$ cat src/rtl/stq_pkg.sv
// Shared types and constants for the sorted timer queue.
`default_nettype none
package stq_pkg;
   localparam logic [15:0] ANON_TAG = 16'hFFFF;
   localparam logic [31:0] MAX_INTERVAL_RESET = 32'h7FFF_FFFF;
   localparam logic REQ_SCHEDULE = 1'b0;
   localparam logic REQ_CHECK = 1'b1;
   // Handle bits kept per entry; the handle field on the ports is 8 bits
   localparam int HANDLE_BITS = 8;

   typedef enum logic [3:0] {
      ST_IDLE,
      ST_FIND,
      ST_DEL,
      ST_DROP,
      ST_SCAN,
      ST_SHIFT,
      ST_PUT,
      ST_CHK,
      ST_FIRE,
      ST_POP,
      ST_RESP
   } state_type;

   // Memory access command from the sequencer to the entry store
   typedef struct packed {
      logic        rd;
      logic        wr;
      logic [7:0]  rd_addr;
      logic [7:0]  wr_addr;
   } mem_cmd_type;
endpackage
`default_nettype wire

$ cat src/rtl/stq_store.sv
// Entry store: due time, tag and handle memory with a registered read port.
`default_nettype none
module stq_store #(
   parameter int AW = 4,
   parameter int HB = 8
) (
   input  wire logic                    clock,
   input  wire logic                    rd,
   input  wire logic [AW-1:0]           rd_addr,
   input  wire logic                    wr,
   input  wire logic [AW-1:0]           wr_addr,
   input  wire logic [32+16+HB-1:0]     wr_data,
   output logic      [32+16+HB-1:0]     rd_data
);
   logic [32+16+HB-1:0] mem [2**AW];

   // Write port
   always_ff @(posedge clock) begin
      if (wr) begin
         mem[wr_addr] <= wr_data;
      end
   end

   // Registered read port
   always_ff @(posedge clock) begin
      if (rd) begin
         rd_data <= mem[rd_addr];
      end
   end
endmodule
`default_nettype wire

$ cat src/rtl/sorted_timer_queue_core.sv
// Sorted timer queue: top level with sequencer around the entry store.
// Schedule: the tag search, the delete shift, the insert scan and the insert shift run in
// that order before the response. Check: a single response when nothing is due; each
// fired entry gives a response and is popped, moving the entries behind it down.
// One request at a time, taken once the last response loads.
// Reset (synchronous, active high) empties the queue and loads max_interval with 0x7FFFFFFF.
`default_nettype none
module sorted_timer_queue_core #(
   parameter int DEPTH = 16
) (
   input  wire logic        clock,
   input  wire logic        reset,
   input  wire logic        req_tvalid,
   output logic             req_tready,
   // req_tdata: now_ms[31:0], delay_ms[63:32], tag[79:64], handle[87:80]
   input  wire logic [87:0] req_tdata,
   // req_tuser: req_type
   input  wire logic        req_tuser,
   output logic             rsp_tvalid,
   input  wire logic        rsp_tready,
   // rsp_tdata: accepted[0], fired[1], fired_tag[17:2], fired_handle[25:18], pad
   output logic [31:0]      rsp_tdata,
   output logic             rsp_tlast,
   input  wire logic        csr_we,
   input  wire logic [31:0] csr_wdata
);
   localparam int AW = (DEPTH <= 2) ? 1 : $clog2(DEPTH);
   localparam int CW = $clog2(DEPTH + 1);
   localparam int HB = stq_pkg::HANDLE_BITS;
   localparam int DW = 32 + 16 + HB;

   stq_pkg::state_type state_ff, state_in;
   logic [31:0] maxi_ff;
   logic [CW-1:0] cnt_ff, cnt_in;
   logic [CW-1:0] idx_ff, idx_in;
   logic [CW-1:0] end_ff, end_in;
   logic [31:0] now_ff, delay_ff;
   logic [15:0] tag_ff;
   logic [HB-1:0] hnd_ff;
   logic req_ch_ff;
   logic [15:0] fire_tag_ff;
   logic [HB-1:0] fire_hnd_ff;
   logic fire_last_ff;
   logic acc_ff, acc_in;
   logic [DW-1:0] rd_data;
   logic [DW-1:0] wr_data;
   stq_pkg::mem_cmd_type cmd;
   logic req_fire;
   logic rsp_free;
   logic [31:0] due_rd, rel, age;
   logic [15:0] tag_rd;
   logic [HB-1:0] hnd_rd;
   logic stop_scan, is_due;
   logic [31:0] rsp_data_in;
   logic rsp_last_in;
   logic rsp_load;

   assign due_rd = rd_data[31:0];
   assign tag_rd = rd_data[47:32];
   assign hnd_rd = rd_data[DW-1:48];
   assign rel = due_rd - now_ff;
   assign age = now_ff - due_rd;
   assign stop_scan = (rel >= delay_ff) && (rel <= maxi_ff);
   assign is_due = age <= maxi_ff;
   assign rsp_free = !rsp_tvalid || rsp_tready;
   assign req_tready = (state_ff == stq_pkg::ST_IDLE);
   assign req_fire = req_tvalid && req_tready;

   stq_store #(.AW(AW), .HB(HB)) u_store (
      .clock   (clock),
      .rd      (cmd.rd),
      .rd_addr (cmd.rd_addr[AW-1:0]),
      .wr      (cmd.wr),
      .wr_addr (cmd.wr_addr[AW-1:0]),
      .wr_data (wr_data),
      .rd_data (rd_data)
   );

   // Next state and counters
   always_comb begin
      state_in = state_ff;
      cnt_in = cnt_ff;
      idx_in = idx_ff;
      end_in = end_ff;
      acc_in = acc_ff;
      case (state_ff)
         stq_pkg::ST_IDLE: begin
            if (req_fire) begin
               idx_in = '0;
               acc_in = 1'b1;
               if (req_tuser == stq_pkg::REQ_CHECK) begin
                  state_in = (cnt_ff == '0) ? stq_pkg::ST_RESP : stq_pkg::ST_CHK;
               end else if (req_tdata[79:64] == stq_pkg::ANON_TAG || cnt_ff == '0) begin
                  state_in = stq_pkg::ST_DROP;
               end else begin
                  state_in = stq_pkg::ST_FIND;
               end
            end
         end
         // Read issued last cycle at idx; compare tag
         stq_pkg::ST_FIND: begin
            if (tag_rd == tag_ff) begin
               end_in = cnt_ff;
               state_in = stq_pkg::ST_DEL;
            end else if (idx_ff + 1'b1 >= cnt_ff) begin
               state_in = stq_pkg::ST_DROP;
            end else begin
               idx_in = idx_ff + 1'b1;
            end
         end
         // Close the gap at idx: move entry idx+1 down each pass
         stq_pkg::ST_DEL: begin
            if (idx_ff + 1'b1 >= end_ff) begin
               cnt_in = cnt_ff - 1'b1;
               state_in = stq_pkg::ST_DROP;
            end else begin
               idx_in = idx_ff + 1'b1;
            end
         end
         stq_pkg::ST_DROP: begin
            if (cnt_ff >= CW'(DEPTH)) begin
               acc_in = 1'b0;
               idx_in = '0;
               end_in = cnt_ff;
               state_in = stq_pkg::ST_DEL;
            end else begin
               idx_in = '0;
               state_in = (cnt_ff == '0) ? stq_pkg::ST_PUT : stq_pkg::ST_SCAN;
            end
         end
         stq_pkg::ST_SCAN: begin
            if (stop_scan) begin
               end_in = cnt_ff;
               state_in = stq_pkg::ST_SHIFT;
            end else if (idx_ff + 1'b1 >= cnt_ff) begin
               idx_in = cnt_ff;
               state_in = stq_pkg::ST_PUT;
            end else begin
               idx_in = idx_ff + 1'b1;
            end
         end
         // Move entry end-1 up to end, working downward to idx
         stq_pkg::ST_SHIFT: begin
            if (end_ff - 1'b1 == idx_ff) begin
               state_in = stq_pkg::ST_PUT;
            end else begin
               end_in = end_ff - 1'b1;
            end
         end
         stq_pkg::ST_PUT: begin
            cnt_in = cnt_ff + 1'b1;
            state_in = stq_pkg::ST_RESP;
         end
         // Head entry is in rd_data; fire it or report nothing due
         stq_pkg::ST_CHK: begin
            state_in = is_due ? stq_pkg::ST_FIRE : stq_pkg::ST_RESP;
         end
         // Emit the held head once the response register is free; last comes from the entry behind it
         stq_pkg::ST_FIRE: begin
            if (rsp_free) begin
               idx_in = '0;
               end_in = cnt_ff;
               state_in = (cnt_ff == CW'(1)) ? stq_pkg::ST_IDLE : stq_pkg::ST_POP;
               cnt_in = cnt_ff - 1'b1;
            end
         end
         stq_pkg::ST_POP: begin
            if (idx_ff + 1'b1 >= end_ff - 1'b1) begin
               idx_in = '0;
               state_in = fire_last_ff ? stq_pkg::ST_IDLE : stq_pkg::ST_CHK;
            end else begin
               idx_in = idx_ff + 1'b1;
            end
         end
         stq_pkg::ST_RESP: begin
            if (rsp_free) begin
               state_in = stq_pkg::ST_IDLE;
            end
         end
         default: state_in = stq_pkg::ST_IDLE;
      endcase
   end

   // Memory commands per state
   always_comb begin
      cmd = '0;
      wr_data = rd_data;
      case (state_ff)
         stq_pkg::ST_IDLE: begin
            cmd.rd = req_fire;
            cmd.rd_addr = '0;
         end
         stq_pkg::ST_FIND: begin
            cmd.rd = 1'b1;
            cmd.rd_addr = (tag_rd == tag_ff) ? 8'(idx_ff + 1'b1) : 8'(idx_ff + 1'b1);
         end
         stq_pkg::ST_DEL: begin
            cmd.wr = (idx_ff + 1'b1 < end_ff);
            cmd.wr_addr = 8'(idx_ff);
            cmd.rd = 1'b1;
            cmd.rd_addr = 8'(idx_ff + 2'd2);
         end
         stq_pkg::ST_DROP: begin
            cmd.rd = 1'b1;
            cmd.rd_addr = (cnt_ff >= CW'(DEPTH)) ? 8'd1 : 8'd0;
         end
         stq_pkg::ST_SCAN: begin
            cmd.rd = 1'b1;
            cmd.rd_addr = stop_scan ? 8'(cnt_ff - 1'b1) : 8'(idx_ff + 1'b1);
         end
         stq_pkg::ST_SHIFT: begin
            cmd.wr = 1'b1;
            cmd.wr_addr = 8'(end_ff);
            cmd.rd = 1'b1;
            cmd.rd_addr = 8'(end_ff - 2'd2);
         end
         stq_pkg::ST_PUT: begin
            cmd.wr = 1'b1;
            cmd.wr_addr = 8'(idx_ff);
            wr_data = {hnd_ff, tag_ff, now_ff + delay_ff};
         end
         // Fetch the entry behind the head; rd_data then holds while the response waits
         stq_pkg::ST_CHK: begin
            cmd.rd = (cnt_ff > CW'(1));
            cmd.rd_addr = 8'd1;
         end
         stq_pkg::ST_POP: begin
            cmd.wr = 1'b1;
            cmd.wr_addr = 8'(idx_ff);
            // On a single move rd_data already holds the new head, so skip the read
            cmd.rd = !((idx_ff + 1'b1 >= end_ff - 1'b1) && (idx_ff == '0));
            cmd.rd_addr = (idx_ff + 1'b1 >= end_ff - 1'b1) ? 8'd0 : 8'(idx_ff + 2'd2);
         end
         default: cmd = '0;
      endcase
   end

   // Response content
   always_comb begin
      rsp_load = 1'b0;
      rsp_data_in = '0;
      rsp_last_in = 1'b1;
      case (state_ff)
         stq_pkg::ST_FIRE: begin
            rsp_load = rsp_free;
            rsp_data_in[1] = 1'b1;
            rsp_data_in[17:2] = fire_tag_ff;
            rsp_data_in[18 +: HB] = fire_hnd_ff;
            rsp_last_in = !((cnt_ff > CW'(1)) && is_due);
         end
         stq_pkg::ST_RESP: begin
            rsp_load = rsp_free;
            rsp_data_in[0] = (req_ch_ff == stq_pkg::REQ_SCHEDULE) && acc_ff;
         end
         default: rsp_load = 1'b0;
      endcase
   end

   // Capture the request, the head entry being fired and its last flag
   always_ff @(posedge clock) begin
      if (req_fire) begin
         now_ff <= req_tdata[31:0];
         delay_ff <= req_tdata[63:32];
         tag_ff <= req_tdata[79:64];
         hnd_ff <= req_tdata[80 +: HB];
         req_ch_ff <= req_tuser;
      end
      if (state_ff == stq_pkg::ST_CHK) begin
         fire_tag_ff <= tag_rd;
         fire_hnd_ff <= hnd_rd;
      end
      if (state_ff == stq_pkg::ST_FIRE && rsp_free) begin
         fire_last_ff <= rsp_last_in;
      end
   end

   // Control registers
   always_ff @(posedge clock) begin
      if (reset) begin
         state_ff <= stq_pkg::ST_IDLE;
         cnt_ff <= '0;
         idx_ff <= '0;
         end_ff <= '0;
         acc_ff <= 1'b1;
         maxi_ff <= stq_pkg::MAX_INTERVAL_RESET;
         rsp_tvalid <= 1'b0;
      end else begin
         state_ff <= state_in;
         cnt_ff <= cnt_in;
         idx_ff <= idx_in;
         end_ff <= end_in;
         acc_ff <= acc_in;
         if (csr_we) begin
            maxi_ff <= csr_wdata;
         end
         if (rsp_load) begin
            rsp_tvalid <= 1'b1;
         end else if (rsp_tready) begin
            rsp_tvalid <= 1'b0;
         end
      end
   end

   // Response register
   always_ff @(posedge clock) begin
      if (rsp_load) begin
         rsp_tdata <= rsp_data_in;
         rsp_tlast <= rsp_last_in;
      end
   end
endmodule
`default_nettype wire

$ cat config.mk
export PLATFORM = sky130hd
export DESIGN_NAME = sorted_timer_queue_core
export DESIGN_NICKNAME = d
export VERILOG_FILES = /design/src/rtl/stq_pkg.sv /design/src/rtl/stq_store.sv /design/src/rtl/sorted_timer_queue_core.sv
export SDC_FILE = /design/constraint.sdc
export NUM_CORES = 2
export LEC_CHECK = 0
export BUFFER_PORTS_ARGS = -buffer_cell sky130_fd_sc_hd__buf_2
export CORE_MARGIN = 4
export CORE_UTILIZATION = 45
export CTS_CLUSTER_DIAMETER = 60
export DETAILED_ROUTE_END_ITERATION = 6
export PLACE_DENSITY = 0.63
export SLEW_MARGIN = 15
export SYNTH_ARGS = -nofsm -noshare
export SYNTH_HDL_FRONTEND = slang
export SYNTH_HIERARCHICAL = 1
export SYNTH_SLANG_ARGS = --single-unit
$ cat constraint.sdc
create_clock -name clock -period 9.4 [get_ports clock]
set_input_delay 0.94 -clock clock [delete_from_list [all_inputs] [get_ports clock]]
set_output_delay 0.94 -clock clock [all_outputs]
set_load 0.005 [all_outputs]
==> results.txt <==
Maximum number of pins on one net before global-route repair - 133
Insertion delay to the later sink of the worst-skew pair - 710 ps
GR Layer Usage met3 - 0.0278
Unrepaired setup endpoints after global routing - false
Critical-path top delay cell - sky130_fd_sc_hd__nor2b_4
Setup skew after layout - 27.8 ps
Highest-count cells in the layout ignoring fill and taps - sky130_fd_sc_hd__edfxtp_1 (1093), sky130_fd_sc_hd__nand2_1 (274), sky130_fd_sc_hd__mux4_2 (224)
Remaining number of nets flagged by the antenna check after routing - 0
Multiplexer fraction of the synthesized cell area - 0.0998
Most common cell on crit path - sky130_fd_sc_hd__a21oi_1
Unique cell type count in the Yosys netlist - 71
Kind of cell adding the most delay to the critical path - compound AO/OA/AOI/OAI gates
Cell taking the most area after synthesis - sky130_fd_sc_hd__edfxtp_1
WHS - 404 ps
Compound-cell area share of the yosys netlist - 0.0788
Asr flop ratio synth - 0
Die footprint - 118000 µm²
Number of synthesis warnings - 6
Largest incremental delay on the critical path - 980 ps
Clock tree from TritonCTS - done
Global-route layer with the greatest usage - met2
Worst min-delay path category - in -> reg
Clock buffers created by TritonCTS - 119
Fill count - 9192
Data required time of the worst path - 9920 ps
Buffers inserted by post-CTS timing repair - 0
Status - finished clean
Type of the setup path with the least slack - reg -> reg
Yosys top cell area share - 0.646
Actual slew at the worst max-slew pin - 1210 ps
Area used by sequential logic in the layout - 33900 µm²
Post-Synth XOR/XNOR Area - 0.0208
Average wire length per cell after detail routing - 25.5 µm
Setup TNS - 0 ps
Power per unit of standard cell area - 387 nW/µm²
Detailed-router iteration count before antenna repair - 6
Via count normalized by instance count - 5.78
Number of flops mapped to enable cells by yosys - 1093
Total number of nets in the final design - 3787
Simple-Gate Fraction of Synth Area - 0.0539
Remaining max-slew budget at the tightest pin - 0.189
Most area-consuming cells after synthesis - sky130_fd_sc_hd__edfxtp_1 (65%), sky130_fd_sc_hd__mux4_2 (9.9%), sky130_fd_sc_hd__ha_1 (5.2%)
Sequential cell area fraction in the yosys report - 0.666
Setup crit start kind - flip-flop
Initial core utilization - 0.453
Chip height - 344 µm
CTS Hold Buffers Added - 0
Master cell of the clock root buffer - sky130_fd_sc_hd__clkbuf_16
Reg clk slew, reported paths - 60 ps
Netlist area before placement - 50800 µm²
Area overhead of the layout relative to synthesis - 14.0%
Total number of vias - 29200
Peak supply drop - 0.486 mV
Total routing resource utilization after global routing - 0.215
GR Util met1 - 0.297
Number of I/O port buffers - 154
Die Wd - 344 µm
Multi-input combinational cell area - 15800 µm²
Met2 capacity usage during global routing - 0.359
Number of cells produced by synthesis - 3223
Count of buffering cells on the critical path with inverters included - 3
Period utilisation layout - 0.837
Fraction of layout instances using a drive strength above 1 - 0.197
Nature of the critical path endpoint - flip-flop
Worst-case clock buffer depth - 3
Final setup viols - 0
Max cap viols - 0
Total number of clock tree sinks - 1146
Number of H-tree levels - 3
Post-cts repair resize count - 0
Static Leak - 0.0205 µW
Arrival time reported for the critical path endpoint - 8390 ps
Global-route congestion overflow total - 0
Post-detailed-route DRC marker count - 0
Synthesis-stage register bit count - 1146
Hold Violations, Final - 0
Via count of the first global-routing pass - 29100
Wire length of the first global-routing pass - 189000 µm
Final GP Congestion - 0.902
Most common cell after layout, fill and taps aside - sky130_fd_sc_hd__edfxtp_1
CORE AREA - 112000 µm²
Post-layout minimum cycle time - 7870 ps
DP Cell Count - 4824
Count of non-filler cells in the finished layout - 5052
FP Rows - 123
Synthesized-area fraction occupied by adder cells - 0.0533
Synthesized area per cell - 15.8 µm²
Most used flip-flop cell after synthesis - sky130_fd_sc_hd__edfxtp_1
IO Count - 161
Slew Limit Fails - 0
Fmax achieved - 127 MHz
Detailed placement HPWL - 79000 µm
Number of antenna violations at the first check in global routing - 1
Worst-path fanout max - 36
Final wirelength - 129000 µm
Main combinational cell family by area after synthesis - multiplexers
Starting DRT DRC Count - 2916
[worst register-to-register path, cell delays in order, from the launching register on]
cell and delay (ps):
sky130_fd_sc_hd__edfxtp_1 470, sky130_fd_sc_hd__inv_1 110, sky130_fd_sc_hd__ha_1 170, sky130_fd_sc_hd__inv_1 60, sky130_fd_sc_hd__fa_1 390, sky130_fd_sc_hd__a21oi_1 190
sky130_fd_sc_hd__o21ai_0 100, sky130_fd_sc_hd__a21oi_1 360, sky130_fd_sc_hd__a21oi_1 140, sky130_fd_sc_hd__a31oi_1 510, sky130_fd_sc_hd__o221ai_1 350, sky130_fd_sc_hd__a211o_1 350
sky130_fd_sc_hd__a21oi_1 180, sky130_fd_sc_hd__xnor2_1 110, sky130_fd_sc_hd__ha_1 320, sky130_fd_sc_hd__nand4_1 190, sky130_fd_sc_hd__nor4bb_1 390, sky130_fd_sc_hd__nand2_1 170
sky130_fd_sc_hd__nand2_1 160, sky130_fd_sc_hd__a2bb2oi_4 240, sky130_fd_sc_hd__nand3_1 260, sky130_fd_sc_hd__o221ai_1 710, sky130_fd_sc_hd__nor2b_4 980, sky130_fd_sc_hd__buf_12 390
sky130_fd_sc_hd__a22oi_1 150, sky130_fd_sc_hd__nand2_1 230
[layer usage]
layer	vias up	share of wire
li1	13000	-
met1	14900	0.42
met4	0	0.030
met5	-	0
met3	182	0.067
met2	1109	0.49
[power by group]
part | internal [µW] | total [µW] | switching, µW
sequential | 7050 | 7490 | 439
combinational | 4150 | 9970 | 5820
clock | 2970 | 4990 | 2020
[cells by family (layout without fill, tap and decap cells)]
group / after synthesis / after routing
XOR/XNOR: 121 / 121
adder cells (fa/ha/maj): 215 / 215
multiplexers: 227 / 227
AND/OR/NAND/NOR: 600 / 600
AO/OA/AOI/OAI: 597 / 597
other: 1 / 7
flip-flops: 1146 / 1146
buffers and inverters: 316 / 639
[final timing paths]
kind                            from            endpoint  slack [ps]  cells past startpoint
hold reg to reg               acc_ff              acc_ff         460                      1
setup reg to reg  u_store/rd_data[0]  u_store/rd_data[8]        1530                     25
hold / removal         req_tdata[82]           hnd_ff[2]         400                      1
setup / recovery  u_store/rd_data[0]  u_store/rd_data[8]        1530                     25
[stage by stage]
step	total power (µW)	utilization	setup WS [ps]	instance area (µm²)
floorplan	14700	-	2290	50900
global placement	17500	0.478	1610	53700
detailed placement	17600	0.478	1630	53700
CTS	22600	0.516	1580	58000
global route	23800	0.516	1030	58000
finish	22500	0.516	1530	58000
[sequential cells by signal, summed over array words and instances (netlist names), 8 cells and up]
name,count
u_store/mem,896
u_store/rd_data,56
delay_ff,32
maxi_ff,32
now_ff,32
rsp_tdata,26
fire_tag_ff,16
tag_ff,16
fire_hnd_ff,8
hnd_ff,8
[cell type report]
type                    instances  share of cell area
multi-input cells            1766               0.273
flip-flops and latches       1146               0.585
well taps                    1500              0.0324
repair buffers                239              0.0260
clock buffers                 135              0.0528
diodes                          1           0.0000432
clock inverters                91              0.0199
inverters                     174              0.0113
[synthesized netlist by cell type, types with 4 or more instances]
cell and instances:
sky130_fd_sc_hd__a211oi_1 16, sky130_fd_sc_hd__and4_1 4, sky130_fd_sc_hd__dfxtp_1 53, sky130_fd_sc_hd__a31oi_1 16
sky130_fd_sc_hd__nor2b_1 24, sky130_fd_sc_hd__and3_1 9, sky130_fd_sc_hd__ha_1 212, sky130_fd_sc_hd__a2111oi_0 5
sky130_fd_sc_hd__inv_1 173, sky130_fd_sc_hd__mux4_2 224, sky130_fd_sc_hd__xor2_1 32, sky130_fd_sc_hd__a21boi_0 4
sky130_fd_sc_hd__o21ai_0 106, sky130_fd_sc_hd__xnor2_1 89, sky130_fd_sc_hd__nor4_1 6, sky130_fd_sc_hd__a221oi_1 9
sky130_fd_sc_hd__o21bai_1 14, sky130_fd_sc_hd__nand4_1 34, sky130_fd_sc_hd__a221o_1 6, sky130_fd_sc_hd__o21a_1 15
sky130_fd_sc_hd__nand2_1 274, sky130_fd_sc_hd__a21oi_1 124, sky130_fd_sc_hd__o22ai_1 6, sky130_fd_sc_hd__o221ai_1 9
sky130_fd_sc_hd__and2_1 32, sky130_fd_sc_hd__clkbuf_1 90, sky130_fd_sc_hd__nor3_1 40, sky130_fd_sc_hd__buf_4 11
sky130_fd_sc_hd__nand3_1 27, sky130_fd_sc_hd__buf_1 9, sky130_fd_sc_hd__o31ai_1 8, sky130_fd_sc_hd__o211ai_1 38
sky130_fd_sc_hd__or3_1 7, sky130_fd_sc_hd__o31a_1 4, sky130_fd_sc_hd__nor2_1 115, sky130_fd_sc_hd__nand2b_1 11
sky130_fd_sc_hd__nand3b_1 5, sky130_fd_sc_hd__buf_6 16, sky130_fd_sc_hd__a211o_1 12, sky130_fd_sc_hd__buf_2 16
sky130_fd_sc_hd__a22oi_1 115, sky130_fd_sc_hd__edfxtp_1 1093, sky130_fd_sc_hd__a21o_1 67
No activity file was read; power rests on OpenSTA's default activity.
